--- src/rtl/core/brmg_fifo.sv ---
// Small register queue used between the front, the back and the result port.
module brmg_fifo #(
	parameter int WIDTH = 8,
	parameter int DEPTH = 4
) (
	input  logic                         clk,
	input  logic                         arst_n,
	input  logic                         push,
	input  logic [WIDTH-1:0]             push_data,
	input  logic                         pop,
	output logic [WIDTH-1:0]             pop_data,
	output logic                         empty,
	output logic [$clog2(DEPTH+1)-1:0]   count
);

	localparam int PW = (DEPTH > 1) ? $clog2(DEPTH) : 1;
	localparam int CW = $clog2(DEPTH + 1);

	logic [WIDTH-1:0] mem_q [DEPTH];
	logic [PW-1:0]    wr_ptr_q;
	logic [PW-1:0]    rd_ptr_q;
	logic [CW-1:0]    count_q;
	logic             do_push;
	logic             do_pop;

	// A request moves only when there is room or data.
	assign do_push  = push && (count_q != CW'(DEPTH));
	assign do_pop   = pop && (count_q != '0);
	assign pop_data = mem_q[rd_ptr_q];
	assign empty    = (count_q == '0);
	assign count    = count_q;

	// Pointers and fill level.
	always_ff @(posedge clk or negedge arst_n) begin
		if (!arst_n) begin
			wr_ptr_q <= '0;
			rd_ptr_q <= '0;
			count_q  <= '0;
		end else begin
			if (do_push) begin
				wr_ptr_q <= (wr_ptr_q == PW'(DEPTH - 1)) ? '0 : wr_ptr_q + 1'b1;
			end
			if (do_pop) begin
				rd_ptr_q <= (rd_ptr_q == PW'(DEPTH - 1)) ? '0 : rd_ptr_q + 1'b1;
			end
			if (do_push && !do_pop) begin
				count_q <= count_q + 1'b1;
			end else if (!do_push && do_pop) begin
				count_q <= count_q - 1'b1;
			end
		end
	end

	// Entry storage.
	always_ff @(posedge clk) begin
		if (do_push) begin
			mem_q[wr_ptr_q] <= push_data;
		end
	end

endmodule

--- config.mk ---
export PLATFORM = sky130hd
export DESIGN_NAME = brmg_fifo
export DESIGN_NICKNAME = d
export VERILOG_FILES = /design/src/rtl/core/brmg_fifo.sv
export SDC_FILE = /design/constraint.sdc
export NUM_CORES = 1
export LEC_CHECK = 0
export ABC_AREA = 1
export BUFFER_PORTS_ARGS = -buffer_cell sky130_fd_sc_hd__buf_2
export CORE_UTILIZATION = 50
export CTS_CLUSTER_DIAMETER = 40
export DETAILED_ROUTE_END_ITERATION = 10
export GPL_ROUTABILITY_DRIVEN = 0
export MAX_ROUTING_LAYER = met4
export PLACE_DENSITY_LB_ADDON = 0.15
export SYNTH_ARGS = -nofsm -noshare
export SYNTH_HDL_FRONTEND = slang
export SYNTH_SLANG_ARGS = --single-unit
--- constraint.sdc ---
create_clock -name clk -period 4.2 [get_ports clk]
set_clock_uncertainty 0.15 [all_clocks]
set_input_delay 1.26 -clock clk [delete_from_list [all_inputs] [get_ports clk]]
set_output_delay 1.26 -clock clk [all_outputs]
set_load 0.02 [all_outputs]
# [Word-level counts from Yosys, hierarchy flattened]
# Memory sizes are Yosys's and may differ from the RTL's.
# Cells that the tools add are included.
[totals] ff_bits=7 mem_bits_rw=32 input_bits=12 output_inout_bits=12 memories=1
[classes] addsub=4 eq_ne=3 muxes=6 reduce_logical=9
[memory_table] memory="mem_q" words=4 word_bits=8 rd=1 rd_clocked_by_memory_dff=0 wr=1 line="19" source="logic [WIDTH-1:0] mem_q [DEPTH];"
[op_table] operator="3-bit two-way mux" n=2
[op_table] operator="2-bit by 1-bit adder with 2-bit output (second input constant)" n=2
[op_table] operator="2-bit equality test (second input constant)" n=2
[op_table] operator="1-bit logical AND" n=4
[op_table] operator="2-bit two-way mux" n=2
[op_table] operator="3-bit by 1-bit adder with 3-bit output (second input constant)" n=1
[op_table] operator="3-bit logical NOT" n=1
[op_table] operator="3-bit inequality test (second input constant)" n=1
[op_table] operator="3-bit nonzero test" n=1
[op_table] operator="3-bit by 1-bit subtractor with 3-bit output (second input constant)" n=1
[op_table] operator="1-bit logical NOT" n=2
[op_table] operator="1-bit two-way mux" n=2
[op_table] operator="2-bit nonzero test" n=1

# [Logic depth before layout (Yosys ltp)]
# Gate-level depths: netlist of the first run.
[depth] word_depth=6 ltp_mapped=12 depth_no_buf=12

# [Worst setup path before layout of the first run]
# OpenSTA, ideal clock, no wires.
[synth_timing] path_type="input-to-reg" from="in push" to="reg count_q[2] (netlist: count[2])" setup_time_ns=0.117 arrival_time_ns=2.265 required_ns=3.933 setup_slack_ns=1.667 stages=9 path_buffers=0 cell_sequence="nand2_1 inv_1 ha_1 inv_1 fa_1 nand2_1 nand3_1 nand2_1 nand2_1"
[synth_between] elab_chain_cells=4 word_cells_on_any_way=6 cone_classes="mux (1); reduce/logical (5)"
[synth_lines] element="from (decl)" line="8" source="input logic push,"
[synth_lines] element="1-bit logical AND *" line="27" source="assign do_push = push && (count_q != CW'(DEPTH));"
[synth_lines] element="net do_push" line="23" source="logic do_push;"
[synth_lines] element="1-bit logical NOT" line="48" source="end else if (!do_push && do_pop) begin"
[synth_lines] element="1-bit logical AND" line="48"
[synth_lines] element="2-bit nonzero test (no source line)"
[synth_lines] element="to (signal assigned)" line="47" source="count_q <= count_q + 1'b1;"
[synth_lines] element="to (signal assigned)" line="49" source="count_q <= count_q - 1'b1;"
[synth_lines] element="to (decl)" line="22" source="logic [CW-1:0] count_q;"
# The timed path passes the listed nets; every way through them passes the cells marked *.
# A chain may end at the register's enable or synchronous reset.

# [Final worst setup path of the first run]
[layout_timing] from="reg rd_ptr_q[0]" to="out pop_data[3]"
[layout_between] elab_chain_cells=1
[layout_lines] element="from (decl)" line="21" source="logic [PW-1:0] rd_ptr_q;"
[layout_lines] element="from (signal assigned)" line="44" source="rd_ptr_q <= (rd_ptr_q == PW'(DEPTH - 1)) ? '0 : rd_ptr_q + 1'b1;"
[layout_lines] element="memory read 4 x 8 bit"
[layout_lines] element="to (decl)" line="11" source="output logic [WIDTH-1:0] pop_data,"
# Every way passes these cells.

==> results of run 1 <==
worst register-to-register path, delay by kind of cell (launching register included):
| family | cells | cell delay [ns] |
|---|---|---|
| flip-flops | 1 | 0.44 |
| buffers and inverters | 3 | 0.24 |
| adder cells (fa/ha/maj) | 2 | 0.56 |
| AND/OR/NAND/NOR | 6 | 0.61 |
through the flow:
step	cells	setup WS, ns	cell area (um^2)	total power, mW	hold WS [ns]
after floorplan	153	1.67	1750	1.03	0.342
after global placement	217	1.36	1870	1.12	0.346
after detailed placement	217	1.25	1870	1.15	0.366
after CTS	224	0.884	1920	1.32	0.390
after global routing	224	0.709	1920	1.42	0.421
final	224	0.912	1920	1.30	0.401
power groups by stage:
stage               sequential, mW  clock, mW  combinational [mW]
CTS                          0.624      0.176               0.519
global route                 0.640      0.198               0.580
floorplan                    0.585          0               0.440
finish                       0.623      0.171               0.507
detailed placement           0.634          0               0.516
global placement             0.626          0               0.496
registers in the layout, indices dropped and copies added (netlist names):
register	cells
wr_ptr_q	2
count	3
mem_q	32
rd_ptr_q	2
layout by cell type, fill, tap and decap left out, drive strengths merged:
cell / instances
inv: 31
nand3: 7
dfrtp: 7
nor2: 6
clkbuf: 5
clkinv: 2
nand2: 39
buf: 23
xnor2: 1
edfxtp: 32
nand4: 1
ha: 6
fa: 1
o21ai: 1
o211ai: 16
layer usage:
| layer | GRT usage | vias up | wire (um) |
|---|---|---|---|
| li1 | - | 553 | - |
| met4 | 0.0682 | 0 | 45 |
| met3 | 0.0693 | 5 | 101 |
| met2 | 0.261 | 23 | 1370 |
| met1 | 0.251 | 520 | 1380 |
| met5 | - | - | 0 |
cell type report:
type / count / area (um^2)
fillers: 297 / 1420
flip-flops and latches: 39 / 1140
multi-input cells: 78 / 444
inverters: 31 / 116
repair buffers: 23 / 115
well taps: 46 / 57.6
clock buffers: 5 / 37.5
clock inverters: 2 / 8.76
cell families after synthesis:
kind of cell	count (synthesis)
AO/OA/AOI/OAI	17
XOR/XNOR	1
adder cells (fa/ha/maj)	7
buffers and inverters	36
flip-flops	39
AND/OR/NAND/NOR	53
final timing paths:
check | end | slack (ns) | depth (start not counted)
worst max-delay path | pop_data[3] | 0.91 | 4
worst min-delay path | count[2] | 0.40 | 2
worst max register to register | count[2] | 2.10 | 11
worst min register to register | count[2] | 0.40 | 2
max in group asynchronous | count[0] | 3.13 | 1
min in group asynchronous | wr_ptr_q[0] | 0.60 | 1
==> reports/metrics.cfg, run 1 <==
[run_status]
status=finished clean

[clock_network]
cts.repair.resized=0
cts_tree=built
cts_sinks=39
clk_latency_ns=0.32
cts_buffers=5
post_cts_buffers=0
cts_htree_levels=2
ctsRootBufferMaster=clkbuf_4
cts_buffer_depth=2
cts_hold_buffers=0
clkTransAtPathRegs_ns=0.10

[global_route]
track_usage=0.187
grt_max_degree=36
antenna_found_initial=0
grt_first_pass_wirelength_mm=4.57
grt_pass1_vias=970
globalRoute.totalOverflow=0

[synth]
yosysSeqAreaShare=0.648
synth_simple_gate_area_share=0.120
yosys_warnings=0
synth-edff-count=32
synth_area_um2=1750
synth-seq-cells=39
async_flop_share=0.179
ys_top_cells_by_count=nand2_1 (39), edfxtp_1 (32), inv_1 (31)
synth_top_area_cell=edfxtp_1
synth-main-ff-cell=edfxtp_1
muxShareOfSynthArea=0
yosys.area_share.adder=0.0542
synthCells=153
syn_area_per_cell_um2=11.5
synth.top_cells.by_area=edfxtp_1 (55%), dfrtp_1 (10%), nand2_1 (8.4%)
yosys.cell_count.top_type=nand2_1
synth_compound_area_frac=0.0742
synth_top_area_share=0.548
synth_top_family_by_area=simple AND/OR/NAND/NOR gates
synth_xor_area_frac=0.00500
ys_types=14
synth_nets=172

[worst_setup_path]
crit_chain=nand2_1 > o211ai_1 > nand2_1 > buf_2
start_kind=flip-flop
path_buf_inv=1
required_ns=2.79
cp_common_cell=nand2_1
path_delay_family=flip-flops
cp_max_fo=35
reg2reg_from=count[0]
crit_slowest_cell=dfrtp_1
slowest_delay_ns=1.04
end_kind=primary output
critPathLaunch=rd_ptr_q[0]
arrival_ns=1.88
criticalPathCategory=flip-flop to primary output

[detailed_routing]
antenna_left=0
vias=1101
finalWirelength_mm=2.89
vias_per_cell=4.92
drt_first_pass_iters=4
wire_per_inst_um=12.9
drt_iter0_drc=67
drc_errors=0

[pwr]
power_density_nw_per_um2=679
power_frac_seq=0.479
p_leak_nw=0.857
swShare=0.415
switchingPower_mw=0.540
combinationalPowerShare=0.389
vdd_drop_max_v=0.000322
pwr-share-clk=0.132
p_int_mw=0.762

[timing]
fmax_ghz=0.304
hold_viol_final=0
post-route-min-period_ns=3.29
rsz0062_at_grt=false
final.period_utilization=0.783
slew_headroom=0.311
worst_pin_slew_ns=1.03
fin_tns_setup_ns=0
setup_violations=0
slew_viol_final=0

[layout]
utilization=0.574
areaGrowthSynthToFinish_pct=9.28
diodes=0
nets=197
drive_gt1_frac=0.169

[floorplan]
rows=21
coreArea_um2=3340
die_x_um=61.2
die_h_um=61.2
dieArea_um2=3750
io_pins=24
start_util=0.525

[place]
io_buffers=23
dp_hpwl_mm=1.98

[hold_path]
holdCritStartpoint=count[2]
worstHoldPathType=flip-flop to flip-flop

[flow_run]
maxCapViolations=0

(Power assumes the default switching activity.)
==> run 2: changes to the inputs <==
Clock period 4.2 ns to 2.7 ns, I/O delays scaled along.
==> run 2 against run 1 <==
Against the previous run:
- sequential share of layout area is 2.9 points lower
- critical path depth rose by 1
- worst hold slack got worse by 0.27 ns
- design area is 5.2% higher
- largest power group is now combinational cells
- routed wire length down 1.7%
- clock power rose to 2.8 times the previous value
- critical endpoint unchanged
==> reports/metrics.cfg, run 2 (synthesized netlist as in run 1, its figures left out) <==
[clock_network]
cts_hold_buffers=0  ; unchanged
clk_latency_ns=0.34  ; +0.02 ns
cts_htree_levels=2  ; unchanged
clkTransAtPathRegs_ns=0.11  ; about the same
cts_buffers=5  ; unchanged
post_cts_buffers=0  ; unchanged
ctsRootBufferMaster=clkbuf_4
cts.repair.resized=0  ; unchanged
cts_sinks=39  ; unchanged
cts_tree=built
cts_buffer_depth=2  ; unchanged

[worst_setup_path]
required_ns=1.74  ; -1.05 ns
reg2reg_from=count[0]
regToRegEndpoint=count[1]
end_kind=primary output
worstRegToRegCells=9  ; -2
r2r_slack_ns=0.61  ; -1.49 ns
crit_chain=buf_4 > nand2_1 > o211ai_1 > nand2_1 > buf_2
cp_max_fo=35  ; unchanged
start_kind=flip-flop
criticalPathCategory=flip-flop to primary output
crit_slowest_cell=dfrtp_1
arrival_ns=1.42  ; -0.46 ns
cp_common_cell=nand2_1
slowest_delay_ns=0.34  ; -0.70 ns

[global_route]
grt_first_pass_wirelength_mm=4.37  ; -4.4%
grt_max_degree=36  ; unchanged
antenna_found_initial=0  ; unchanged
track_usage=0.181  ; -0.00614
grt_pass1_vias=969  ; -0.10%
globalRoute.totalOverflow=0  ; unchanged

[layout]
nets=203  ; +3.0%
largest_reg_flops=32  ; unchanged
largest-register=mem_q
final_common_cell=nand2_1
diodes=0  ; unchanged
drive_gt1_frac=0.200  ; +0.0315
fill_cells=281  ; -5.4%
utilization=0.604  ; +0.0300
areaGrowthSynthToFinish_pct=15.0
most-common-layout-cells=nand2_1 (39), edfxtp_1 (32), inv_1 (31), buf_2 (23), o211ai_1 (15)

[timing]
hold_viol_final=0  ; unchanged
rsz0062_at_grt=false
fin_tns_setup_ns=0  ; unchanged
holdWs_ns=0.131  ; -0.270 ns
slew_headroom=0.781  ; +0.469
slew_viol_final=0  ; unchanged
fmax_ghz=0.421
post-route-min-period_ns=2.38
final.period_utilization=0.881
setup_violations=0  ; unchanged
worst_pin_slew_ns=0.329  ; -0.704 ns

[floorplan]
coreArea_um2=3340  ; unchanged
io_pins=24  ; unchanged
die_x_um=61.2  ; unchanged
start_util=0.525  ; unchanged
rows=21  ; unchanged
dieArea_um2=3750  ; unchanged
die_h_um=61.2  ; unchanged

[run_status]
status=finished clean

[place]
io_buffers=23  ; unchanged
dp_hpwl_mm=1.96  ; -0.79%

[flow_run]
maxCapViolations=0  ; unchanged

[detailed_routing]
drt_first_pass_iters=4  ; unchanged
vias=1122  ; +1.9%
drt_iter0_drc=19  ; -72%
vias_per_cell=4.86  ; -1.2%
wire_per_inst_um=12.3  ; -4.6%
finalWirelength_mm=2.84  ; -1.7%
drc_errors=0  ; unchanged
antenna_left=0  ; unchanged

[pwr]
vdd_drop_max_v=0.000709  ; +120%
power_density_nw_per_um2=1130  ; +66%
power_mw=2.27  ; +75%
p_leak_nw=0.912  ; +6.4%

[hold_path]
worstHoldPathType=primary input to async pin

==> run 2: cell types whose count changed in the layout (fill, tap and decap cells not counted) <==
| cell | delta |
|---|---|
| clkbuf_1 | +1 |
| bufinv_16 | +2 |
| clkinv_2 | -1 |
| clkinv_1 | -1 |
| buf_4 | +6 |
==> run 2: worst max path at each step <==
| stage | to | cells past startpoint | slack [ns] | startpoint |
|---|---|---|---|---|
| 2_1_floorplan | count[2] | 9 | 0.62 | push |
| 3_3_place_gp | count[1] | 8 | 0.46 | push |
| 3_5_place_dp | count[2] | 10 | 0.40 | push |
| 4_1_cts | pop_data[3] | 5 | 0.29 | rd_ptr_q[0] |
| 5_1_grt | pop_data[7] | 5 | 0.16 | rd_ptr_q[0] |
| 6_report | pop_data[3] | 5 | 0.32 | rd_ptr_q[0] |
==> run 2: power by group <==
part | leakage, nW | internal, mW | total (mW) | switching (mW)
clock network | 0.0525 | 0.289 | 0.474 | 0.185
registers | 0.378 | 0.807 | 0.873 | 0.0661
logic | 0.482 | 0.322 | 0.925 | 0.603
==> run 2: layer usage <==
metal	routed length (um)	global-route usage	part of all wire
met1	1270	0.213	0.45
met2	1390	0.286	0.49
met3	167	0.0651	0.059
met4	20	0.0682	0.0070
met5	0	-	0
==> run 2: area by class of cell <==
| cell class | count | area [um^2] | share of cell area |
|---|---|---|---|
| sequential | 39 | 1140 | 0.564 |
| timing repair buffer | 29 | 160 | 0.0795 |
| clock inverter | 2 | 60.1 | 0.0298 |
| multi-input combinational | 78 | 444 | 0.220 |
| tap | 46 | 57.6 | 0.0286 |
| inverter | 31 | 116 | 0.0577 |
| clock buffer | 6 | 41.3 | 0.0205 |
==> run 2: worst max-delay path, delay by kind of cell, from the launching register on <==
kind                   cells  cell delay, ns
and+or+nand+nor            2            0.18
AOI/OAI and AO/OA          1            0.09
buffers and inverters      2            0.47
DFF                        1            0.34
==> run 2: through the flow <==
| step | worst slack, ns | cells | area [um^2] |
|---|---|---|---|
| 2_1_floorplan | 0.617 | 153 | 1750 |
| 3_3_place_gp | 0.460 | 223 | 1910 |
| 3_5_place_dp | 0.399 | 223 | 1910 |
| 4_1_cts | 0.287 | 231 | 2020 |
| 5_1_grt | 0.161 | 231 | 2020 |
| 6_report | 0.322 | 231 | 2020 |
