**config.mk**
```make
export PLATFORM = sky130hd
export DESIGN_NAME = brmg_front
export DESIGN_NICKNAME = d
export VERILOG_FILES = /design/src/rtl/core/brmg_pkg.sv /design/src/rtl/core/brmg_front.sv
export SDC_FILE = /design/constraint.sdc
export NUM_CORES = 1
export LEC_CHECK = 0
export ABC_AREA = 1
export BUFFER_PORTS_ARGS = -buffer_cell sky130_fd_sc_hd__buf_4
export CAP_MARGIN = 20
export CELL_PAD_IN_SITES_DETAIL_PLACEMENT = 2
export CELL_PAD_IN_SITES_GLOBAL_PLACEMENT = 2
export CORE_MARGIN = 3
export CORE_UTILIZATION = 35
export CTS_CLUSTER_DIAMETER = 100
export DETAILED_ROUTE_END_ITERATION = 12
export GPL_ROUTABILITY_DRIVEN = 0
export PLACE_DENSITY_LB_ADDON = 0.1
export SYNTH_ARGS = -nofsm -noshare
export SYNTH_HDL_FRONTEND = slang
export SYNTH_SLANG_ARGS = --single-unit
export TNS_END_PERCENT = 50
```
**constraint.sdc**
```tcl
create_clock -name clk -period 5 [get_ports clk]
set_input_delay 0.25 -clock clk [delete_from_list [all_inputs] [get_ports clk]]
set_output_delay 0.25 -clock clk [all_outputs]
set_load 0.005 [all_outputs]
```
**src/rtl/core/brmg_pkg.sv**
```systemverilog
// Shared types, codes and constants of the byte rescale and merge grid.
package brmg_pkg;

	// Configuration port geometry.
	localparam int CFG_IDX_W  = 3;
	localparam int CFG_DATA_W = 32;

	// Byte code space and rescale constants.
	localparam int CODE_W    = 8;
	localparam int RND_HALF  = 32767;
	localparam int CLAMP_LO  = 3;
	localparam int CLAMP_HI  = 255;
	localparam int FRAC_W    = 16;

	// Queue depths between front, back and the result port.
	localparam int Q_DEPTH   = 4;
	localparam int Q_CW      = $clog2(Q_DEPTH + 1);
	localparam int OUT_DEPTH = 2;
	localparam int OUT_CW    = $clog2(OUT_DEPTH + 1);

	// Result payload: address and value.
	localparam int ADDR_OUT_W = 16;
	localparam int OUT_W      = ADDR_OUT_W + CODE_W;

	// Register indexes of the configuration port.
	typedef enum logic [CFG_IDX_W-1:0] {
		REG_IN_MISSING  = 3'd0,
		REG_IN_BAD      = 3'd1,
		REG_OUT_MISSING = 3'd2,
		REG_OUT_BAD     = 3'd3,
		REG_MERGE_MODE  = 3'd4,
		REG_GAIN        = 3'd5,
		REG_OFFSET      = 3'd6
	} reg_idx_t;

	// Item commands; the unused code behaves as a read.
	typedef enum logic [1:0] {
		CMD_LOAD  = 2'd0,
		CMD_MERGE = 2'd1,
		CMD_READ  = 2'd2
	} cmd_t;

	// Merge rules; the unused code behaves as minimum.
	typedef enum logic [1:0] {
		MODE_SUM = 2'd0,
		MODE_MAX = 2'd1,
		MODE_MIN = 2'd2
	} mode_t;

	// Back end sequencer states.
	typedef enum logic {
		ST_IDLE  = 1'b0,
		ST_MERGE = 1'b1
	} state_t;

	// Configuration register set.
	typedef struct packed {
		logic [CODE_W-1:0] in_missing_code;
		logic [CODE_W-1:0] in_bad_code;
		logic [CODE_W-1:0] out_missing_code;
		logic [CODE_W-1:0] out_bad_code;
		logic [1:0]        merge_mode;
		logic signed [31:0] gain;
		logic signed [31:0] offset;
	} cfg_t;

endpackage

```
**src/rtl/core/brmg_front.sv**
```systemverilog
// Front end: accepts requests, wraps the address and rescales merge bytes.
module brmg_front #(
	parameter int CELLS = 65536,
	parameter int AW    = 16
) (
	input  logic                           clk,
	input  logic                           arst_n,
	input  brmg_pkg::cfg_t                 cfg,
	input  logic                           push,
	input  logic [1:0]                     cmd,
	input  logic [15:0]                    cell_index,
	input  logic [7:0]                     data_byte,
	input  logic [brmg_pkg::Q_CW-1:0]      q_count,
	output logic                           full,
	output logic                           q_push,
	output logic [AW+9:0]                  q_data
);

	// Reciprocal of the grid size for the address wrap; exact for 16-bit indexes.
	localparam longint unsigned RECIP_L =
		((64'd1 << 32) + 64'(CELLS) - 64'd1) / 64'(CELLS);
	localparam logic [32:0] RECIP    = 33'(RECIP_L);
	localparam logic [15:0] CELLS_LO = 16'(CELLS);
	localparam logic signed [41:0] T_LO = 42'(brmg_pkg::CLAMP_LO * 65536);
	localparam logic signed [41:0] T_HI = 42'((brmg_pkg::CLAMP_HI + 1) * 65536);
	localparam int Q_CWX = brmg_pkg::Q_CW + 1;

	logic                v_s1;
	logic [1:0]          cmd_s1;
	logic [15:0]         idx_s1;
	logic [7:0]          byte_s1;
	logic                missing_s1;
	logic                bad_s1;
	logic [48:0]         prodq_s1;
	logic signed [40:0]  prodg_s1;

	logic                accept;
	logic [48:0]         prodq;
	logic signed [40:0]  prodg;
	logic [15:0]         quot;
	logic [31:0]         qc;
	logic [15:0]         rem;
	logic [15:0]         addr16;
	logic signed [41:0]  t;
	logic [7:0]          scaled;
	logic [7:0]          rescaled;
	logic [7:0]          val;

	// Room is counted over the queue and the request in flight.
	assign full   = ((Q_CWX'(q_count) + Q_CWX'(v_s1)) >= Q_CWX'(brmg_pkg::Q_DEPTH));
	assign accept = push && !full;

	// Products formed at the input edge.
	assign prodq = 49'(cell_index) * 49'(RECIP);
	assign prodg = 41'($signed({1'b0, data_byte})) * 41'($signed(cfg.gain));

	// Stage one register.
	always_ff @(posedge clk or negedge arst_n) begin
		if (!arst_n) begin
			v_s1 <= 1'b0;
		end else begin
			v_s1 <= accept;
		end
	end

	always_ff @(posedge clk) begin
		if (accept) begin
			cmd_s1     <= cmd;
			idx_s1     <= cell_index;
			byte_s1    <= data_byte;
			missing_s1 <= (data_byte == cfg.in_missing_code);
			bad_s1     <= (data_byte == cfg.in_bad_code);
			prodq_s1   <= prodq;
			prodg_s1   <= prodg;
		end
	end

	// Address wrap: index minus quotient times grid size.
	assign quot   = prodq_s1[47:32];
	assign qc     = quot * CELLS_LO;
	assign rem    = idx_s1 - qc[15:0];
	assign addr16 = (CELLS >= 65536) ? idx_s1 : rem;

	// Rescale with rounding and clamping; missing wins over bad.
	assign t = 42'(prodg_s1) + 42'($signed(cfg.offset)) + 42'(brmg_pkg::RND_HALF);

	always_comb begin
		if (t < T_LO) begin
			scaled = 8'(brmg_pkg::CLAMP_LO);
		end else if (t >= T_HI) begin
			scaled = 8'(brmg_pkg::CLAMP_HI);
		end else begin
			scaled = t[23:16];
		end
		if (missing_s1) begin
			rescaled = cfg.out_missing_code;
		end else if (bad_s1) begin
			rescaled = cfg.out_bad_code;
		end else begin
			rescaled = scaled;
		end
		val = (cmd_s1 == brmg_pkg::CMD_MERGE) ? rescaled : byte_s1;
	end

	// Classified request into the work queue.
	assign q_push = v_s1;
	assign q_data = {cmd_s1, AW'(addr16), val};

endmodule

```
Yosys cells after proc, flatten, opt, wreduce, memory -nomap -nowiden
Index checks and enable logic that the tools add are counted.
Storage, ports and cells
  flip-flop bits (word level): 70
  output and inout port bits: 28
  word-level logic and storage cells: 24
  bits of input ports: 130
Operators by class
  $lt $le $gt $ge: 3
  $add $sub $neg: 3
  $mul: 1
  equal/unequal tests: 3
  reductions and logical operators: 2
  muxes and demuxes: 5
Operator list (count)
  41-bit by 32-bit adder with 42-bit output: 1
  42-bit by 16-bit adder with 42-bit output, second input constant: 1
  42-bit by 26-bit greater-or-equal comparator with 1-bit output, second input constant: 1
  42-bit by 19-bit < comparator with 1-bit output, second input constant: 1
  9-bit by 32-bit multiplier with 41-bit output: 1
  8-bit two-way mux: 5
  8-bit equality test: 2
  3-bit by 1-bit adder with 4-bit output: 1
  4-bit by 3-bit greater-or-equal comparator with 1-bit output, second input constant: 1
  2-bit by 1-bit equality test with 1-bit output, second input constant: 1
  1-bit logical AND: 1
  1-bit zero test: 1

Depth between registers and ports, before layout
Gate-level depths: netlist of run 1.
  word-level depth: 8
  depth in mapped cells: 26
  mapped depth without buffers: 26

Worst setup path after synthesis of run 1
No wires, ideal clock.
  kind: input to register
  start point: in data_byte[2]
  end point: reg prodg_s1[34], data pin
  path buffers: 2
  setup time: 258 ps
  required time: 4742 ps
  arrival time: 4825 ps
  setup slack: -84 ps
  stages: 23
  cells stage by stage: clkbuf_1 > clkbuf_1 > nand2_1 > fa_1 > inv_1 > fa_1 > inv_1 > fa_1 > fa_1 > inv_1 > ha_1 > a21oi_1 > o21ai_1 > a21oi_2 > o21ai_1 > a21boi_1 > nor2_1 > o21ai_1 > nand2_1 > a21oi_1 > inv_1 > a21oi_1 > xnor2_1
Between the ends
  cells in the longest elaborated chain, start to end: 1
RTL lines
  from (decl): line brmg_front.sv:12  | input logic [7:0] data_byte,
  9-bit by 32-bit multiplier with 41-bit output: line brmg_front.sv:55  | assign prodg = 41'($signed({1'b0, data_byte})) * 41'($signed(cfg.gain));
  named net prodg[34]: line brmg_front.sv:39  | logic signed [40:0] prodg;
  to (signal assigned): line brmg_front.sv:74  | prodg_s1 <= prodg;
  to (decl): line brmg_front.sv:35  | logic signed [40:0] prodg_s1;
The timed path passes the listed nets, and every way through them passes these cells.
A chain may end at the register's enable or synchronous reset.

Worst setup path after layout of run 1
  start point: in data_byte[0]
  end point: reg prodg_s1[39], data pin
Same word-level chain as after synthesis.

==> impl_metrics.csv, run 1 <==
group,metric,value,unit
worst_setup_path,crit_type,"in2reg",
worst_setup_path,r2r_end,"prodg_s1[13]$_DFFE_PP_",
global_route,busiest_layer,"met2",
worst_setup_path,cpLargestDelayFamily,"adder cells",
sta,fin_skew,0.00727,ns
worst_setup_path,critical_path_peak_fanout,14,
worst_setup_path,end_kind,"register",
sta,setup_viol,0,
logic_synthesis,syn_inst,2209,
cells_and_area,stdcell_area,0.0188,mm2
logic_synthesis,ys_warn_count,0,
worst_setup_path,cpPeakStageDelay,0.57,ns
worst_setup_path,slowest_stage,"fa_1",
logic_synthesis,ys_seq_elements,70,
run_status,status,"finished, final reports clean",
detailed_routing,firstDrtPassIters,4,
power,leakage,11.2,nW
logic_synthesis,yosysSeqAreaShare,13.4,%
detailed_routing,ant_nets,0,
cells_and_area,multi_input_area,0.0110,mm2
detailed_routing,drc,0,
logic_synthesis,yosys.area.top_type_share,25.4,%
cts,clk_latency,0.35,ns
cells_and_area,seqCellArea,0.00210,mm2
die,rows,76,
worst_setup_path,cp-start-kind,"input pin",
worst_setup_path,worst-path-buf-inv,7,
sta,fmax,0.205,GHz
detailed_routing,via_per_inst,4.72,
die,core_area,0.0437,mm2
placement,placed_area,0.0184,mm2
placement,dpl.hpwl,49500,um
worst_setup_path,crit_path_cell_trace,"buf_4 -> buf_12 -> buf_4 -> nand2_1 -> inv_1 -> buf_4 -> fa_1 -> fa_1 -> inv_1 -> fa_1 -> inv_1 -> fa_1 -> ha_2 -> a21oi_2 -> nor2_1 -> a211oi_2 -> o221ai_1 -> a31oi_1 -> nand3_2 -> xor2_1",
cells_and_area,final_common_cell,"inv_1",
cts,htreeDepth,3,
placement,place_inst,3009,
placement,port-buffer-count,155,
cts,cts_tree,"done",
worst_setup_path,rrSetupSlack,3.13,ns
global_route,grt_max_degree,71,
worst_setup_path,arrival,4.98,ns
sta,relSlewSlack,36.2,%
logic_synthesis,syn_area_per_cell,7.11,um2
cts,numCtsBuffers,9,
cells_and_area,drive_gt1_share,15.0,%
die,fp.dieW,218,um
logic_synthesis,syn_nets,2701,
sta,period_needed,4.88,ns
sta,whs,0.0717,ns
die,num_io_pins,158,
detailed_routing,drt_iter0_markers,500,
cells_and_area,fin_util,42.9,%
die,die_area,0.0475,mm2
cells_and_area,fillers,5243,
job,cap_violations,0,
global_route,grt_pass1_wl,90900,um
worst_setup_path,required,5.10,ns
cells_and_area,final_nets,2929,
global_route,track_usage,24.4,%
logic_synthesis,synth_top_cells_by_area,"fa_1, inv_1, nand2_1",
worst_hold_path,hold_depth,1,
cts,path_clk_slew,0.06,ns
worst_setup_path,crit_top_cell,"fa_1",
global_route,grt_overflow,0,
power,p_per_area,619,mW/mm2
worst_hold_path,holdCritPathClass,"in2reg",
sta,worst_slew_pin_slew,0.948,ns
cells_and_area,layout_common_cells,"inv_1, nand2_1, buf_4, fa_1, ha_1",
global_route,grt_pass1_vias,17000,
die,start_util,35.9,%
cts,cts_root_buffer,"clkbuf_16",
cells_and_area,areaGrowthSynthToFinish,19.6,%
global_route,met3_usage,1.18,%
sta,fin_crit_sh,97.6,%
logic_synthesis,ys_types,42,
sta,drv_slew,0,
die,die_y,218,um
logic_synthesis,synth.cell_area,0.0157,mm2
detailed_routing,vias,14300,
worst_setup_path,rr_startpoint,"q_push$_DFF_PN0_",
global_route,antenna_found_initial,0,
worst_hold_path,min_from,"cell_index[15]",
detailed_routing,wl_per_cell,18.7,um
power,vdd_drop_max,0.254,mV
global_route,grtUsageMet2,46.7,%
sta,hold_violations,0,
logic_synthesis,synth_area_leader_cell,"fa_1",
cts,clock-sinks,70,
global_route,grt_util_met1,30.4,%
worst_hold_path,min_to,"addr16[15]$_DFFE_PP_",
detailed_routing,wl,56600,um
cells_and_area,final_cells,3025,
cts,cts_buffer_depth,2,
worst_setup_path,reg2regPathDepth,3,
## routing by layer
layer / vias up / share of wire (%)
li1: 6892 / -
met1: 7227 / 44
met2: 129 / 53
met3: 43 / 1.4
met4: 0 / 1.7
met5: - / 0
## worst max-delay path by stage
| stage | endpoint | slack, ns | from | cells past startpoint |
|---|---|---|---|---|
| floorplan | prodg_s1[34]$_DFFE_PP_ | 0.01 | data_byte[2] | 23 |
| CTS | prodg_s1[39]$_DFFE_PP_ | 0.009 | data_byte[1] | 20 |
| finish | prodg_s1[39]$_DFFE_PP_ | 0.12 | data_byte[0] | 20 |
| global route | prodg_s1[33]$_DFFE_PP_ | -0.07 | data_byte[2] | 23 |
| global placement | prodg_s1[39]$_DFFE_PP_ | -0.28 | data_byte[0] | 20 |
| detailed placement | prodg_s1[39]$_DFFE_PP_ | -0.40 | data_byte[0] | 20 |
## what timing repair did
action	in CTS	in global routing
gates resized for setup	2	28
cloned	0	0
endpoints found under the hold margin	1	0
setup buffers	0	1
hold buffers	1	0
pin swaps	0	2
endpoints found under the setup margin	2	9
## sequential cells by signal (all words and copies together), names as in the netlist
name        cells
bad_s1          1
byte_s1         8
prodg_s1       41
missing_s1      1
addr16         16
q_push          1
cmd_s1          2
## synth_stat cells
cell type and count:
nand3b_1 2, o211ai_1 2, xnor2_1 37, nand2_4 1
and2_1 2, o22ai_1 1, clkbuf_1 40, clkbuf_2 25
fa_1 199, a21boi_1 2, nor3_1 7, nand4_1 4
nor4_1 3, o21bai_1 7, inv_1 642, a21oi_1 88
o221ai_1 4, nor2_4 4, nand3_1 44, nor3_2 2
nand2_2 10, nor2_1 129, a21oi_2 3, nand3_4 2
or2_1 1, edfxtp_1 69, nand2_1 611, xor2_1 26
ha_1 163, o21ai_2 1, dfrtp_1 1, nor2_2 12
a21o_1 1, o21ai_1 7, o21ai_0 22, nand3_2 6
a211oi_1 2, clkinv_1 1, o21a_1 7, a31o_2 1
inv_2 6, a31oi_1 12
## kinds of logic after synthesis
family / count (synthesis) / synth area share [%]
buffers and inverters: 714 / 17.3
and+or+nand+nor: 840 / 21.8
adders and majority gates: 362 / 38.3
AOI/OAI and AO/OA: 160 / 5.75
xor gates and xnor gates: 63 / 3.51
DFF: 70 / 13.4
## power breakdown
group,leakage [nW],switching [mW],internal [mW]
logic,10.4,5.88,3.98
clock network,0.130,0.239,0.372
registers,0.663,0.0712,1.07
## cell type report
cell class | count | area share, %
multi-input combinational | 1425 | 58.7
inverter | 649 | 13.0
timing repair buffer | 282 | 11.9
sequential | 70 | 11.2
tap | 585 | 3.90
clock buffer | 9 | 1.20
clock inverter | 4 | 0.220
antenna | 1 | 0.0133
## worst register-to-register path, delay by kind of cell, from the launching register on
family / cells / cell delay, ns
buf+inv: 1 / 0.69
flops: 1 / 0.38
compound gates: 1 / 0.27
simple gates: 1 / 0.07
## through the flow
step           power, mW  setup TNS, ns  worst slack, ns
2_1_floorplan       6.91              0           0.0112
3_3_place_gp        10.2         -0.374           -0.277
3_5_place_dp        10.8          -2.02           -0.403
4_1_cts             11.5              0          0.00862
5_1_grt             13.0         -0.140          -0.0672
6_report            11.6              0            0.118
(Power assumes the default switching activity.)
==> run 2: changes to the inputs <==
--- a/config.mk
+++ b/config.mk
@@ -15,7 +15,9 @@
 export CTS_CLUSTER_DIAMETER = 100
 export DETAILED_ROUTE_END_ITERATION = 12
 export GPL_ROUTABILITY_DRIVEN = 0
+export GPL_TIMING_DRIVEN = 0
 export PLACE_DENSITY_LB_ADDON = 0.1
+export SETUP_SLACK_MARGIN = 0.4
 export SYNTH_ARGS = -nofsm -noshare
 export SYNTH_HDL_FRONTEND = slang
 export SYNTH_SLANG_ARGS = --single-unit
==> run 2 against run 1 <==
  * The run now ends with setup timing left
  * Power grew 14%
  * Critical endpoint is now prodg_s1[40]$_DFFE_PP_
  * Non-clock buffer count down 16
  * Final area rose by 5.0%
  * Largest cell class unchanged
  * Critical path type unchanged
  * Highest routed layer unchanged
  * First-iteration DRC count up 57%
==> impl_metrics.csv, run 2 (synthesized netlist as in run 1, its figures left out) <==
group,metric,value,unit
job,cap_violations,0,
cts,clock-sinks,70,
cells_and_area,final_nets,2913,
worst_setup_path,startpoint,"data_byte[1]",
cts,cts_root_buffer,"clkbuf_16",
worst_setup_path,crit_path_cell_trace,"buf_4 -> clkbuf_16 -> buf_4 -> nand2_1 -> inv_1 -> fa_2 -> buf_4 -> fa_1 -> inv_1 -> fa_1 -> inv_1 -> fa_1 -> ha_2 -> a21oi_2 -> nor2_1 -> a211oi_2 -> o221ai_1 -> a31oi_1 -> nand3_2 -> xor2_1",
power,leakage,11.4,nW
die,fp.dieW,218,um
worst_setup_path,end_kind,"register",
cells_and_area,largest-register,"prodg_s1",
worst_setup_path,critical_path_peak_fanout,7,
cts,clk_latency,0.36,ns
detailed_routing,via_per_inst,4.98,
die,num_io_pins,158,
placement,place_inst,2918,
die,core_area,0.0437,mm2
run_status,status,"finished, violations left",
placement,dpl.hpwl,50100,um
sta,rsz0062_at_grt,"yes",
run_status,violations,"setup timing",
cts,htreeDepth,3,
worst_hold_path,holdCritPathClass,"in2reg",
detailed_routing,firstDrtPassIters,5,
die,start_util,35.9,%
worst_hold_path,min_from,"cell_index[12]",
global_route,track_usage,26.3,%
detailed_routing,wl,69600,um
placement,port-buffer-count,123,
die,die_area,0.0475,mm2
sta,worst_slew_pin_slew,1.23,ns
cts,numCtsBuffers,9,
cells_and_area,areaGrowthSynthToFinish,25.5,%
cts,cts_buffer_depth,2,
worst_setup_path,worst-path-buf-inv,7,
cells_and_area,diodes,0,
sta,relSlewSlack,17.2,%
power,p_per_area,674,mW/mm2
die,die_y,218,um
sta,fin_skew,0.0100,ns
cts,path_clk_slew,0.07,ns
global_route,grt_max_degree,37,
cells_and_area,drive_gt1_share,19.1,%
sta,period_needed,5.08,ns
worst_setup_path,cpPeakStageDelay,0.56,ns
cells_and_area,final_cells,3010,
global_route,grt_pass1_wl,95800,um
power,p_comb_share,86.0,%
worst_setup_path,critical_path_cell_count,20,
worst_hold_path,hold_depth,1,
detailed_routing,drt_iter0_markers,784,
worst_setup_path,cp-start-kind,"input pin",
detailed_routing,drc,0,
cells_and_area,layout_common_cells,"inv_1, nand2_1, fa_1, buf_4, ha_1",
worst_setup_path,arrival,5.18,ns
cells_and_area,final_common_cell,"inv_1",
cts,cts_tree,"done",
worst_setup_path,slowest_stage,"fa_2",
sta,drv_slew,0,
cells_and_area,largest_reg_flops,41,
worst_setup_path,rr_startpoint,"q_push$_DFF_PN0_",
power,pwr-share-seq,8.6,%
power,vdd_drop_max,0.301,mV
sta,worst_slack,-0.0752,ns
die,rows,76,
detailed_routing,wl_per_cell,23.1,um
power,pwr-share-clk,5.4,%
sta,hold_violations,0,
power,internal_power,5.91,mW
global_route,grt_overflow,0,
sta,fin_crit_sh,102,%
sta,setup_viol,3,
detailed_routing,ant_nets,0,
power,switching_share,55.5,%
power,switchingPower,7.38,mW
worst_setup_path,required,5.10,ns
global_route,antenna_found_initial,0,
global_route,grt_pass1_vias,16900,
worst_setup_path,cpLargestDelayFamily,"adder cells",
cells_and_area,fin_util,45.1,%
detailed_routing,vias,15000,
worst_setup_path,reg2regPathDepth,3,
sta,fmax,0.197,GHz
worst_setup_path,crit_type,"in2reg",
[run 2: changes by cell type in the layout (fill, tap and decap cells not counted), moves of 11 or more]
cell       before  now
a21oi_1        80   61
buf_4         271  186
clkbuf_16       9   27
clkbuf_2        0   26
clkbuf_8        0   11
ha_1          160  135
ha_4            0   22
inv_1         642  628
inv_2           6   20
nand2_1       611  593
nand2_2        10   21
nor2_1        128  114
nor2_2         12   23
[run 2: power groups by stage]
stage	Clock (mW)	Sequential [mW]	Combinational, mW
after detailed placement	0	1.14	8.43
after CTS	0.701	1.13	9.65
after global placement	0	1.14	8.04
after global routing	0.739	1.16	12.4
final	0.712	1.15	11.4
after floorplan	0	1.12	6.00
[run 2: layout make-up]
type | count | area, um2
clock buffers | 9 | 225
well taps | 585 | 732
multi-input cells | 1425 | 11700
flip-flops and latches | 70 | 2100
fillers | 5050 | 24000
repair buffers | 201 | 1620
plain buffers | 65 | 772
inverters | 649 | 2440
clock inverters | 6 | 87.6
[run 2: path summary, 6_finish.rpt]
| check | slack, ns | endpoint |
|---|---|---|
| worst max-delay path | -0.08 | prodg_s1[40]$_DFFE_PP_ |
| worst min-delay path | 0.07 | addr16[12]$_DFFE_PP_ |
| worst max register to register | 2.87 | byte_s1[1]$_DFFE_PP_ |
| worst min register to register | 0.87 | q_push$_DFF_PN0_ |
| max in group asynchronous | 4.68 | q_push$_DFF_PN0_ |
| min in group asynchronous | 0.24 | q_push$_DFF_PN0_ |
[run 2: metrics by stage]
step	worst slack (ns)	power, mW	TNS [ns]	hold slack [ns]	area, um2
2_1_floorplan	0.388	7.12	0	-0.0456	15900
3_3_place_gp	-0.616	9.18	-14.53	0.0253	17600
3_5_place_dp	-0.796	9.57	-9.87	0.0286	17600
4_1_cts	0.222	11.5	0	0.0593	19200
5_1_grt	-0.197	14.3	-0.795	0.0579	19700
6_report	-0.0752	13.3	-0.130	0.0670	19700
[run 2: repair_timing]
action / in CTS / in global routing
hold buffers: 1 / 0
cloned: 3 / 2
gates resized for setup: 141 / 88
endpoints found under the hold margin: 1 / 0
pin swaps: 53 / 63
setup buffers: 46 / 25
setup endpoints to repair: 24 / 21
[run 2: routing by layer]
layer  global-route usage [%]  vias up  wire length, um
li1                         -     6864                -
met1                     32.8     7717            29000
met2                     48.8      304            36700
met3                     2.22      103             1950
met4                     6.63        0             1890
met5                        0        -                0
